[config.mk]
export PLATFORM = sky130hd
export DESIGN_NAME = utf8_validate_replace_unit
export DESIGN_NICKNAME = d
export VERILOG_FILES = /design/src/design/uvr_pkg.sv /design/src/design/uvr_front.sv /design/src/design/uvr_cmd_fifo.sv /design/src/design/uvr_back.sv /design/src/design/utf8_validate_replace_unit.sv
export SDC_FILE = /design/constraint.sdc
export NUM_CORES = 1
export LEC_CHECK = 0
export BUFFER_PORTS_ARGS = -buffer_cell sky130_fd_sc_hd__buf_2
export CELL_PAD_IN_SITES_DETAIL_PLACEMENT = 2
export CELL_PAD_IN_SITES_GLOBAL_PLACEMENT = 2
export CORE_MARGIN = 4
export CORE_UTILIZATION = 25
export CTS_CLUSTER_DIAMETER = 120
export DETAILED_ROUTE_END_ITERATION = 7
export MAX_ROUTING_LAYER = met4
export PLACE_DENSITY = 0.53
export SYNTH_ARGS = -nofsm -noshare
export SYNTH_HDL_FRONTEND = slang
export SYNTH_SLANG_ARGS = --single-unit
[constraint.sdc]
create_clock -name clk -period 12.7 [get_ports clk]
set_input_delay 0.635 -clock clk [delete_from_list [all_inputs] [get_ports clk]]
set_output_delay 0.635 -clock clk [all_outputs]
set_load 0.1 [all_outputs]
[src/design/uvr_pkg.sv]
package uvr_pkg;

    localparam int FIFO_DEPTH = 4;
    localparam int FIFO_PTR_W = $clog2(FIFO_DEPTH);
    localparam int FIFO_CNT_W = $clog2(FIFO_DEPTH + 1);

    localparam logic [7:0] REPL_B0 = 8'hEF;
    localparam logic [7:0] REPL_B1 = 8'hBF;
    localparam logic [7:0] REPL_B2 = 8'hBD;
    localparam logic [2:0] REPL_LEN = 3'd3;

    typedef enum logic [2:0] {
        LEAD_ASCII,
        LEAD_INVALID,
        LEAD_NEED1,
        LEAD_NEED2,
        LEAD_NEED3
    } lead_class_t;

    typedef enum logic [1:0] {
        TAIL_NONE,
        TAIL_SEQ,
        TAIL_ERR
    } tail_kind_t;

    // replacements first, then the tail result
    typedef struct packed {
        logic [2:0]      repl;
        tail_kind_t      tail;
        logic [3:0][7:0] bytes;
        logic [2:0]      count;
        logic            eos;
    } uvr_cmd_t;

    function automatic lead_class_t lead_class(input logic [7:0] b);
        lead_class_t c;
        priority casez (b)
            8'b0???_????: c = LEAD_ASCII;
            8'b10??_????: c = LEAD_INVALID;
            8'b110?_????: c = LEAD_NEED1;
            8'b1110_????: c = LEAD_NEED2;
            8'b1111_0???: c = LEAD_NEED3;
            default:      c = LEAD_INVALID;
        endcase
        return c;
    endfunction

    function automatic logic [1:0] cont_need(input lead_class_t c);
        logic [1:0] n;
        unique case (c)
            LEAD_NEED2: n = 2'd2;
            LEAD_NEED3: n = 2'd3;
            default:    n = 2'd1;
        endcase
        return n;
    endfunction

endpackage

[src/design/uvr_front.sv]
module uvr_front (
    input  logic              clk,
    input  logic              rst_n,
    input  logic              strict_mode,
    input  logic [7:0]        in_byte,
    input  logic              end_of_string,
    input  logic              accept,
    output logic              cmd_wr,
    output uvr_pkg::uvr_cmd_t cmd
);
    import uvr_pkg::*;

    logic [7:0] held_reg [3];
    logic [1:0] held_count_reg;
    logic [1:0] held_count_next;
    logic       sticky_reg;
    logic       sticky_next;

    lead_class_t cls_b;
    logic [1:0]  need;
    logic        is_cont;
    logic        do_lead;
    logic        fault;
    logic        seq_good;
    logic        hold_wr;
    logic [1:0]  hold_idx;
    logic [10:0] v2;
    logic [15:0] v3;
    logic [20:0] v4;

    always_comb
    begin
        cls_b   = lead_class(in_byte);
        need    = cont_need(lead_class(held_reg[0]));
        is_cont = (in_byte[7:6] == 2'b10);
        v2 = {held_reg[0][4:0], in_byte[5:0]};
        v3 = {held_reg[0][3:0], held_reg[1][5:0], in_byte[5:0]};
        v4 = {held_reg[0][2:0], held_reg[1][5:0], held_reg[2][5:0], in_byte[5:0]};
        unique case (need)
            2'd1:    seq_good = (v2 >= 11'h080);
            2'd2:    seq_good = (v3 >= 16'h0800) && ((v3 & 16'hF800) != 16'hD800);
            default: seq_good = (v4 >= 21'h010000) && (v4 < 21'h110000);
        endcase

        do_lead         = 1'b0;
        fault           = 1'b0;
        hold_wr         = 1'b0;
        hold_idx        = held_count_reg;
        held_count_next = held_count_reg;
        sticky_next     = sticky_reg;
        cmd             = '0;
        cmd.tail        = TAIL_NONE;
        cmd.eos         = end_of_string;

        if (held_count_reg == 2'd0)
        begin
            do_lead = 1'b1;
        end
        else if (is_cont)
        begin
            if (held_count_reg >= need)
            begin
                held_count_next = 2'd0;
                if (seq_good)
                begin
                    cmd.tail     = TAIL_SEQ;
                    cmd.count    = {1'b0, need} + 3'd1;
                    cmd.bytes[0] = held_reg[0];
                    unique case (need)
                        2'd1:
                        begin
                            cmd.bytes[1] = in_byte;
                        end
                        2'd2:
                        begin
                            cmd.bytes[1] = held_reg[1];
                            cmd.bytes[2] = in_byte;
                        end
                        default:
                        begin
                            cmd.bytes[1] = held_reg[1];
                            cmd.bytes[2] = held_reg[2];
                            cmd.bytes[3] = in_byte;
                        end
                    endcase
                end
                else
                begin
                    cmd.repl = {1'b0, need} + 3'd1;
                    fault    = 1'b1;
                end
            end
            else
            begin
                hold_wr         = 1'b1;
                held_count_next = held_count_reg + 2'd1;
                if (end_of_string)
                begin
                    cmd.repl        = {1'b0, held_count_reg} + 3'd1;
                    fault           = 1'b1;
                    held_count_next = 2'd0;
                end
            end
        end
        else
        begin
            cmd.repl        = {1'b0, held_count_reg};
            fault           = 1'b1;
            held_count_next = 2'd0;
            do_lead         = 1'b1;
        end

        if (do_lead)
        begin
            unique case (cls_b)
                LEAD_ASCII:
                begin
                    cmd.tail     = TAIL_SEQ;
                    cmd.count    = 3'd1;
                    cmd.bytes[0] = in_byte;
                end
                LEAD_INVALID:
                begin
                    cmd.repl = cmd.repl + 3'd1;
                    fault    = 1'b1;
                end
                default:
                begin
                    hold_wr         = 1'b1;
                    hold_idx        = 2'd0;
                    held_count_next = 2'd1;
                    if (end_of_string)
                    begin
                        cmd.repl        = cmd.repl + 3'd1;
                        fault           = 1'b1;
                        held_count_next = 2'd0;
                    end
                end
            endcase
        end

        if (sticky_reg || (strict_mode && fault))
        begin
            cmd.repl  = 3'd0;
            cmd.tail  = TAIL_NONE;
            cmd.count = 3'd0;
            cmd.bytes = '0;
            hold_wr   = 1'b0;
            held_count_next = 2'd0;
            sticky_next     = 1'b1;
        end

        if (end_of_string)
        begin
            if (sticky_next)
            begin
                cmd.tail = TAIL_ERR;
            end
            held_count_next = 2'd0;
            sticky_next     = 1'b0;
        end

        cmd_wr = accept && ((cmd.repl != 3'd0) || (cmd.tail != TAIL_NONE));
    end

    always_ff @(posedge clk or negedge rst_n)
    begin
        if (!rst_n)
        begin
            held_count_reg <= 2'd0;
            sticky_reg     <= 1'b0;
        end
        else if (accept)
        begin
            held_count_reg <= held_count_next;
            sticky_reg     <= sticky_next;
        end
    end

    always_ff @(posedge clk)
    begin
        if (accept && hold_wr)
        begin
            held_reg[hold_idx] <= in_byte;
        end
    end

endmodule

[src/design/uvr_cmd_fifo.sv]
module uvr_cmd_fifo (
    input  logic              clk,
    input  logic              rst_n,
    input  logic              wr_en,
    input  uvr_pkg::uvr_cmd_t wr_data,
    output logic              full,
    input  logic              rd_en,
    output uvr_pkg::uvr_cmd_t rd_data,
    output logic              empty
);
    import uvr_pkg::*;

    uvr_cmd_t              mem_reg [FIFO_DEPTH];
    logic [FIFO_PTR_W-1:0] wr_ptr_reg;
    logic [FIFO_PTR_W-1:0] rd_ptr_reg;
    logic [FIFO_CNT_W-1:0] count_reg;
    logic [FIFO_PTR_W-1:0] wr_ptr_next;
    logic [FIFO_PTR_W-1:0] rd_ptr_next;
    logic [FIFO_CNT_W-1:0] count_next;
    logic                  do_wr;
    logic                  do_rd;

    assign full    = (count_reg == FIFO_CNT_W'(FIFO_DEPTH));
    assign empty   = (count_reg == '0);
    assign rd_data = mem_reg[rd_ptr_reg];
    assign do_wr   = wr_en && !full;
    assign do_rd   = rd_en && !empty;

    always_comb
    begin
        wr_ptr_next = do_wr ? wr_ptr_reg + 1'b1 : wr_ptr_reg;
        rd_ptr_next = do_rd ? rd_ptr_reg + 1'b1 : rd_ptr_reg;
        count_next  = count_reg;
        if (do_wr && !do_rd)
        begin
            count_next = count_reg + 1'b1;
        end
        else if (do_rd && !do_wr)
        begin
            count_next = count_reg - 1'b1;
        end
    end

    always_ff @(posedge clk or negedge rst_n)
    begin
        if (!rst_n)
        begin
            wr_ptr_reg <= '0;
            rd_ptr_reg <= '0;
            count_reg  <= '0;
        end
        else
        begin
            wr_ptr_reg <= wr_ptr_next;
            rd_ptr_reg <= rd_ptr_next;
            count_reg  <= count_next;
        end
    end

    always_ff @(posedge clk)
    begin
        if (do_wr)
        begin
            mem_reg[wr_ptr_reg] <= wr_data;
        end
    end

endmodule

[src/design/uvr_back.sv]
module uvr_back (
    input  logic              clk,
    input  logic              rst_n,
    input  uvr_pkg::uvr_cmd_t head,
    input  logic              head_empty,
    output logic              head_pop,
    output logic [7:0]        out_byte0,
    output logic [7:0]        out_byte1,
    output logic [7:0]        out_byte2,
    output logic [7:0]        out_byte3,
    output logic [2:0]        out_count,
    output logic              conv_error,
    output logic              string_done,
    output logic              empty,
    input  logic              pop
);
    import uvr_pkg::*;

    logic            out_valid_reg;
    logic            out_valid_next;
    logic [3:0][7:0] bytes_reg;
    logic [2:0]      count_reg;
    logic            err_reg;
    logic            done_reg;
    logic [2:0]      idx_reg;
    logic [2:0]      idx_next;

    logic            adv;
    logic            in_repl;
    logic            last;
    logic [3:0][7:0] bytes_next;
    logic [2:0]      count_next;
    logic            err_next;

    always_comb
    begin
        adv     = !head_empty && (!out_valid_reg || pop);
        in_repl = (idx_reg < head.repl);
        last    = in_repl ? ((idx_reg + 3'd1 == head.repl) && (head.tail == TAIL_NONE)) : 1'b1;

        bytes_next = '0;
        count_next = 3'd0;
        err_next   = 1'b0;
        if (in_repl)
        begin
            bytes_next[0] = REPL_B0;
            bytes_next[1] = REPL_B1;
            bytes_next[2] = REPL_B2;
            count_next    = REPL_LEN;
        end
        else
        begin
            unique case (head.tail)
                TAIL_SEQ:
                begin
                    bytes_next = head.bytes;
                    count_next = head.count;
                end
                TAIL_ERR:
                begin
                    err_next = 1'b1;
                end
                default:
                begin
                    count_next = 3'd0;
                end
            endcase
        end

        head_pop = adv && last;
        if (!adv)
        begin
            idx_next = idx_reg;
        end
        else if (last)
        begin
            idx_next = 3'd0;
        end
        else
        begin
            idx_next = idx_reg + 3'd1;
        end

        if (adv)
        begin
            out_valid_next = 1'b1;
        end
        else if (pop)
        begin
            out_valid_next = 1'b0;
        end
        else
        begin
            out_valid_next = out_valid_reg;
        end
    end

    always_ff @(posedge clk or negedge rst_n)
    begin
        if (!rst_n)
        begin
            out_valid_reg <= 1'b0;
            idx_reg       <= 3'd0;
        end
        else
        begin
            out_valid_reg <= out_valid_next;
            idx_reg       <= idx_next;
        end
    end

    always_ff @(posedge clk)
    begin
        if (adv)
        begin
            bytes_reg <= bytes_next;
            count_reg <= count_next;
            err_reg   <= err_next;
            done_reg  <= last && head.eos;
        end
    end

    assign out_byte0   = bytes_reg[0];
    assign out_byte1   = bytes_reg[1];
    assign out_byte2   = bytes_reg[2];
    assign out_byte3   = bytes_reg[3];
    assign out_count   = count_reg;
    assign conv_error  = err_reg;
    assign string_done = done_reg;
    assign empty       = !out_valid_reg;

endmodule

[src/design/utf8_validate_replace_unit.sv]
// Streaming UTF-8 validator: one byte beat in per cycle while full is low
// (push/full), result beats out through a one-entry output register
// (empty/pop). Each input byte is classified in the same cycle it is taken
// and, unless it is only held as part of a sequence or dropped in strict
// mode, becomes one command in a 4-deep queue; the back end turns a command
// into 1 to 4 result beats, one beat per cycle while pop keeps the output
// register free, and full rises only when the queue fills because result
// beats fall behind. A command is registered in the queue and its first
// result beat then in the output register. strict_mode (address 0) drops all
// output from the first fault of a string on and yields one error beat on
// the end-of-string byte; change it only while the block is drained.
module utf8_validate_replace_unit (
    input  logic        clk,
    input  logic        rst_n,
    input  logic        psel,
    input  logic        penable,
    input  logic        pwrite,
    input  logic [2:0]  paddr,
    input  logic [31:0] pwdata,
    output logic [31:0] prdata,
    output logic        pready,
    input  logic        push,
    output logic        full,
    input  logic [7:0]  in_byte,
    input  logic        end_of_string,
    output logic        empty,
    input  logic        pop,
    output logic [7:0]  out_byte0,
    output logic [7:0]  out_byte1,
    output logic [7:0]  out_byte2,
    output logic [7:0]  out_byte3,
    output logic [2:0]  out_count,
    output logic        conv_error,
    output logic        string_done
);
    import uvr_pkg::*;

    localparam logic REG_STRICT_MODE = 1'b0;

    logic     strict_mode_reg;
    logic     cfg_wr;
    logic     accept;
    logic     cmd_wr;
    uvr_cmd_t cmd;
    uvr_cmd_t head;
    logic     head_empty;
    logic     head_pop;

    assign pready = 1'b1;
    assign cfg_wr = psel && penable && pwrite && pready;
    assign prdata = (paddr[2] == REG_STRICT_MODE) ? {31'd0, strict_mode_reg} : 32'd0;

    always_ff @(posedge clk or negedge rst_n)
    begin
        if (!rst_n)
        begin
            strict_mode_reg <= 1'b0;
        end
        else if (cfg_wr && (paddr[2] == REG_STRICT_MODE))
        begin
            strict_mode_reg <= pwdata[0];
        end
    end

    assign accept = push && !full;

    uvr_front u_front (
        .clk           (clk),
        .rst_n         (rst_n),
        .strict_mode   (strict_mode_reg),
        .in_byte       (in_byte),
        .end_of_string (end_of_string),
        .accept        (accept),
        .cmd_wr        (cmd_wr),
        .cmd           (cmd)
    );

    uvr_cmd_fifo u_fifo (
        .clk     (clk),
        .rst_n   (rst_n),
        .wr_en   (cmd_wr),
        .wr_data (cmd),
        .full    (full),
        .rd_en   (head_pop),
        .rd_data (head),
        .empty   (head_empty)
    );

    uvr_back u_back (
        .clk         (clk),
        .rst_n       (rst_n),
        .head        (head),
        .head_empty  (head_empty),
        .head_pop    (head_pop),
        .out_byte0   (out_byte0),
        .out_byte1   (out_byte1),
        .out_byte2   (out_byte2),
        .out_byte3   (out_byte3),
        .out_count   (out_count),
        .conv_error  (conv_error),
        .string_done (string_done),
        .empty       (empty),
        .pop         (pop)
    );

endmodule
* Yosys cells after proc, flatten, opt, wreduce, memory -nomap -nowiden
Memories as Yosys holds them, arrays and structs flattened.
Cells that the tools add are included.
** Operators by class
- Magnitude comparators :: 6
- Multiplexer cells :: 65
- Equality and inequality tests :: 17
- Reduce and logical (&&, ||, !) cells :: 36
- Bitwise gates (word level) :: 4
- $add $sub $neg :: 9
** Operator list (number)
- 2-to-1 mux 36 bit :: 3
- 2-to-1 mux 40 bit :: 2
- 2-to-1 mux 1 bit :: 26
- 2-to-1 mux 2 bit :: 13
- 2-to-1 mux 24 bit :: 1
- 2-to-1 mux 3 bit :: 8
- case mux 3 bit (4 select lines) :: 2
- 2-to-1 mux 11 bit :: 2
- >= comparator 21 x 17 -> 1 bit (second input constant) :: 1
- < comparator 21 bit (second input constant) :: 1
- logical AND 1 bit :: 17
- >= comparator 16 x 12 -> 1 bit (second input constant) :: 1
- 2-to-1 mux 8 bit :: 2
- case mux 8 bit (2 select lines) :: 1
- equality test 3 bit (second input constant) :: 4
- >= comparator 11 x 8 -> 1 bit (second input constant) :: 1
- equality test 5 bit (second input constant) :: 2
- adder 3 x 1 -> 3 bit (second input constant) :: 3
- equality test 4 bit (second input constant) :: 2
- adder 2 x 1 -> 2 bit (second input constant) :: 3
- adder 2 x 1 -> 3 bit (second input constant) :: 2
- equality test 2 bit (second input constant) :: 3
- logical NOT 3 bit :: 2
- case mux 3 bit (2 select lines) :: 1
- other kinds (18) :: 34
** Storage, ports and cells
- Bits in registers :: 52
- RAM bits :: 188
- Memories kept :: 2
** Memory list
- u_fifo.mem_reg :: words 4, bits a word 41, rd ports 1, clocked after memory_dff 0, wr ports 1, line uvr_cmd_fifo.sv:13 : uvr_cmd_t mem_reg [FIFO_DEPTH];
- u_front.held_reg :: words 3, bits a word 8, rd ports 3, clocked after memory_dff 0, wr ports 1, line uvr_front.sv:13 : logic [7:0] held_reg [3];

* Depth between registers and ports, before layout
An unclocked memory read counts as a cell.
- Depth in word-level cells :: 27
- Mapped depth :: 26

* Hierarchy
From an unflattened synthesis, not the netlist that was laid out.
** Second synthesis, totals
- Cells, all modules :: 634
- Area, all modules :: 10268.6 µm²
** Modules (own cells, without submodules)
- uvr_cmd_fifo :: seq. area each 5099.9 µm², cells an instance 251, times used 1, area an instance 6399.9 µm²
- uvr_front :: seq. area each 795.8 µm², cells an instance 203, times used 1, area an instance 1824.2 µm²
- uvr_back :: seq. area each 1211.2 µm², cells an instance 141, times used 1, area an instance 1736.7 µm²
- utf8_validate_replace_unit :: seq. area each 25.0 µm², cells an instance 39, times used 1, area an instance 307.8 µm²

* Least setup slack after synthesis
No wires, ideal clock.
- Path kind :: reg2reg
- Start :: memory u_front.held_reg[0][4]
- End :: register u_fifo.count_reg[1]
- Data arrival time :: 4.740 ns
- Stages on the path, launching flop included :: 24
- Slack :: 7.836 ns
- Path buffers :: 2
- Data required time :: 12.575 ns
- Period minus slack after synthesis :: 4.864 ns
- Cell sequence :: edfxtp_1 -> and4b_1 -> buf_6 -> inv_1 -> o21ai_1 -> clkinv_1 -> ha_1 -> a21oi_1 -> clkbuf_8 -> nand3_1 -> nand2_1 -> nor2_1 -> a211oi_1 -> ha_1 -> nor2b_1 -> o2bb2ai_1 -> a32oi_1 -> a31oi_4 -> nor4bb_2 -> o31ai_4 -> ha_1 -> inv_1 -> fa_1 -> mux2_2
** RTL lines
- from (decl) :: line uvr_front.sv:13
- to (signal assigned) :: line uvr_cmd_fifo.sv:56 : count_reg <= count_next;
- to (decl) :: line uvr_cmd_fifo.sv:16 : logic [FIFO_CNT_W-1:0] count_reg;

==> results.yml <==
critical_path:
  cp_max_fo: 12
  required_ps: 13110
  worst_ep_arrival_time_ps: 7000
  critPathCaptureType: "register"
  r2r-start: "u_front.held_reg[0][4]$_DFFE_PP_"
  r2r_end: "u_fifo.count_reg[1]$_DFFE_PN0P_"
  r2r_setup_slack_ps: 6110
  worstSetupStartpointType: "register"
  worstRegToRegCells: 21
  critPathKind: "register to register"
route:
  drc_errors: 0
  drt-vias-per-instance: 4.335
  routed_wl_um: 24150
  ant_nets: 0
  drtPass1Iterations: 4
  vias: 5349
  drt-wirelength-per-cell_um: 19.57
  drtIter0Drc: 220
floorplanning:
  fp.dieW_um: 209.9
  rows: 73
  fp.dieH_um: 209.9
  start_util_pct: 25.48
  fp.coreArea_um2: 40010
  dieArea_um2: 44070
  ios: 123
timing:
  fin_crit_sh_pct: 51.91
  final.min_clock_period_ps: 6592
  tns_ps: 0
  slew_headroom_pct: 15.97
  maxSlewViolCount: 0
  fin_worst_skew_ps: 11.87
  hold_viol_final: 0
  rsz0062_at_grt: "false"
  timing.fmax_mhz: 151.7
  setup_viol: 0
  worst_pin_slew_ps: 1251
clocking:
  ctsResizeCount: 0
  cts_tree: "yes"
  cts_made_buffers: 26
  ctsHoldBuffers: 0
  cts_buffer_depth: 3
  cts_setup_buffers: 0
  cts_sinks: 240
  cts-root-buf: "clkbuf_16"
  clk_pin_slew_worst_paths_ps: 60
  htree_num_levels: 1
  worst_skew_pair.late_latency_ps: 520
placement:
  place_hpwl_um: 15460
  gp_congestion: 0.7766
  portBuffers: 57
logic_synthesis:
  synth_ff_type: "edfxtp_1"
  synth-seq-area-share_pct: 69.96
  ys_top_cells_by_area: "edfxtp_1, mux4_2, dfrtp_1, buf_4, ha_1"
  synth.avg_cell_area_um2: 16.49
  ys_ff_latch: 240
  synth_area_um2: 10190
  synth_top_area_share_pct: 66.28
  synthArstFlopShare_pct: 6.250
  ys_warn_count: 0
  synth_top_cell_by_area: "edfxtp_1"
  synth_cell_types: 68
  synth_cells: 618
  synth_edf_count: 225
cells_and_area:
  layout-drive-gt1-share_pct: 23.55
  largest_reg_flops: 164
  utilization_pct: 29.36
  syn_to_final_growth_pct: 15.21
  antenna_cells: 0
  num-nets-final: 755
power_and_ir_drop:
  combPwrFrac_pct: 38.7
  p_leak_nw: 4.154
  p_clk_share_pct: 23.7
  pwr-share-seq_pct: 37.6
  internal_power_mw: 1.789
  swShare_pct: 40.41
  power.switching_mw: 1.213
  pwr_density_cell_nw_per_um2: 255.7
  peakVddDrop_mv: 0.08317
global_routing:
  grt_max_degree: 44
  grt_pass1_vias: 6202
  antenna_found_initial: 0
  grt_pass1_wl_um: 37210
  gr-total-overflow: 0
  grt_util_all_layers_pct: 11.07
job:
  drv_cap: 0
run_status:
  status: "complete, no violations"
hold_path:
  hold_path.class: "primary input to async pin"
## layout by cell type, fill, tap and decap left out, types with 6 or more instances in the layout
cell type and instances:
edfxtp_1 225, buf_2 57, mux4_2 41, inv_1 38
conb_1 36, o21ai_0 29, clkbuf_16 27, nand2_1 25
nor2_1 22, nor2b_1 19, a21oi_1 14, ha_1 14
dfrtp_1 14, and3_1 10, buf_4 9, clkinv_1 8
nand3_1 8, a22oi_1 7, clkinv_2 7, xor2_1 6
and2_2 6, a22o_1 6, clkbuf_1 6
## synth_stat cells (3+ instances only)
cell type  instances
buf_1              3
a22o_1             6
nor2b_1           19
and3_1            10
clkbuf_1          13
o21ai_0           29
xnor2_1            4
buf_6              3
edfxtp_1         225
a21o_1             3
a211oi_1           5
nor3_1             5
nand3_1            8
a22oi_1            7
buf_4             32
inv_1             39
xor2_1             6
mux4_2            41
nand2b_1           5
nand2_1           25
ha_1              14
a21oi_1           14
and2_2             6
buf_2              3
a31oi_1            3
nor2_1            22
nor4_1             5
dfrtp_1           15
## routing by layer
layer / GRT usage, % / vias to the layer above / share of wire, %
met4: 2.430 / 0 / 1.7
met1: 13.16 / 2800 / 42
met5: - / - / 0
met2: 19.89 / 79 / 52
li1: - / 2439 / -
met3: 1.734 / 31 / 3.9
## logic make-up after synthesis
logic type	after synthesis	share of synthesized area, %
other	2	0.07367
flip-flops	240	69.96
adder cells (fa/ha/maj)	15	1.915
buffers and inverters	97	5.217
XOR/XNOR	10	0.8592
AO/OA/AOI/OAI	87	5.806
multiplexers	44	9.427
AND/OR/NAND/NOR	123	6.739
## power groups by stage
stage | combinational, mW | clock (mW) | sequential, mW
after detailed placement | 1.19 | 0 | 1.15
after CTS | 1.20 | 0.739 | 1.13
after floorplan | 0.573 | 0 | 1.50
after global placement | 1.16 | 0 | 1.14
final | 1.16 | 0.711 | 1.13
after global routing | 1.26 | 0.772 | 1.14
## cell type report
type                            count  area (um^2)
Clock inverter                     15        95.09
Sequential cell                   240         7133
Clock buffer                       33        698.2
Tap cell                          525        656.9
Fill cell                        4177        28260
Inverter                           40        150.1
Timing Repair Buffer               66        352.8
Multi-Input combinational cell    315         2658
## metrics by stage
step	cell area [um^2]	total power, mW	hold slack (ps)	instances	setup WS (ps)
6_report	11740	3.003	29.20	1234	6108
3_5_place_dp	10950	2.344	496.8	1186	6128
2_1_floorplan	10320	2.078	339.4	652	7836
4_1_cts	11740	3.071	22.76	1234	6064
3_3_place_gp	10950	2.301	471.1	1186	6462
5_1_grt	11740	3.175	37.00	1234	5558
## worst max path at each step
stage / from / endpoint / slack (ps)
2_1_floorplan: u_front.held_reg[0][4]$_DFFE_PP_ / u_fifo.count_reg[1]$_DFFE_PN0P_ / 7840
3_3_place_gp: u_front.held_reg[0][4]$_DFFE_PP_ / u_fifo.count_reg[1]$_DFFE_PN0P_ / 6460
3_5_place_dp: u_front.held_reg[0][4]$_DFFE_PP_ / u_fifo.count_reg[1]$_DFFE_PN0P_ / 6130
4_1_cts: u_front.held_reg[0][4]$_DFFE_PP_ / u_fifo.count_reg[1]$_DFFE_PN0P_ / 6060
5_1_grt: u_front.held_reg[0][4]$_DFFE_PP_ / u_fifo.count_reg[1]$_DFFE_PN0P_ / 5560
6_report: u_front.held_reg[0][4]$_DFFE_PP_ / u_fifo.count_reg[1]$_DFFE_PN0P_ / 6110
## worst max-delay path, stage by stage (launching register included)
cell       delay (ps)
edfxtp_1          440
and4b_1           630
inv_1             190
o21ai_1           420
clkinv_1          460
ha_1              400
a21oi_1           690
nand3_1           280
nand2_1           140
nor2_1             50
a211oi_1          280
ha_1              300
nor2b_1           120
o2bb2ai_1          80
a32oi_1           310
a31oi_4            60
nor4bb_2          460
o31ai_4           150
ha_1              250
inv_1              70
fa_1              410
mux2_2            280
No activity file was read; power rests on OpenSTA's default activity.
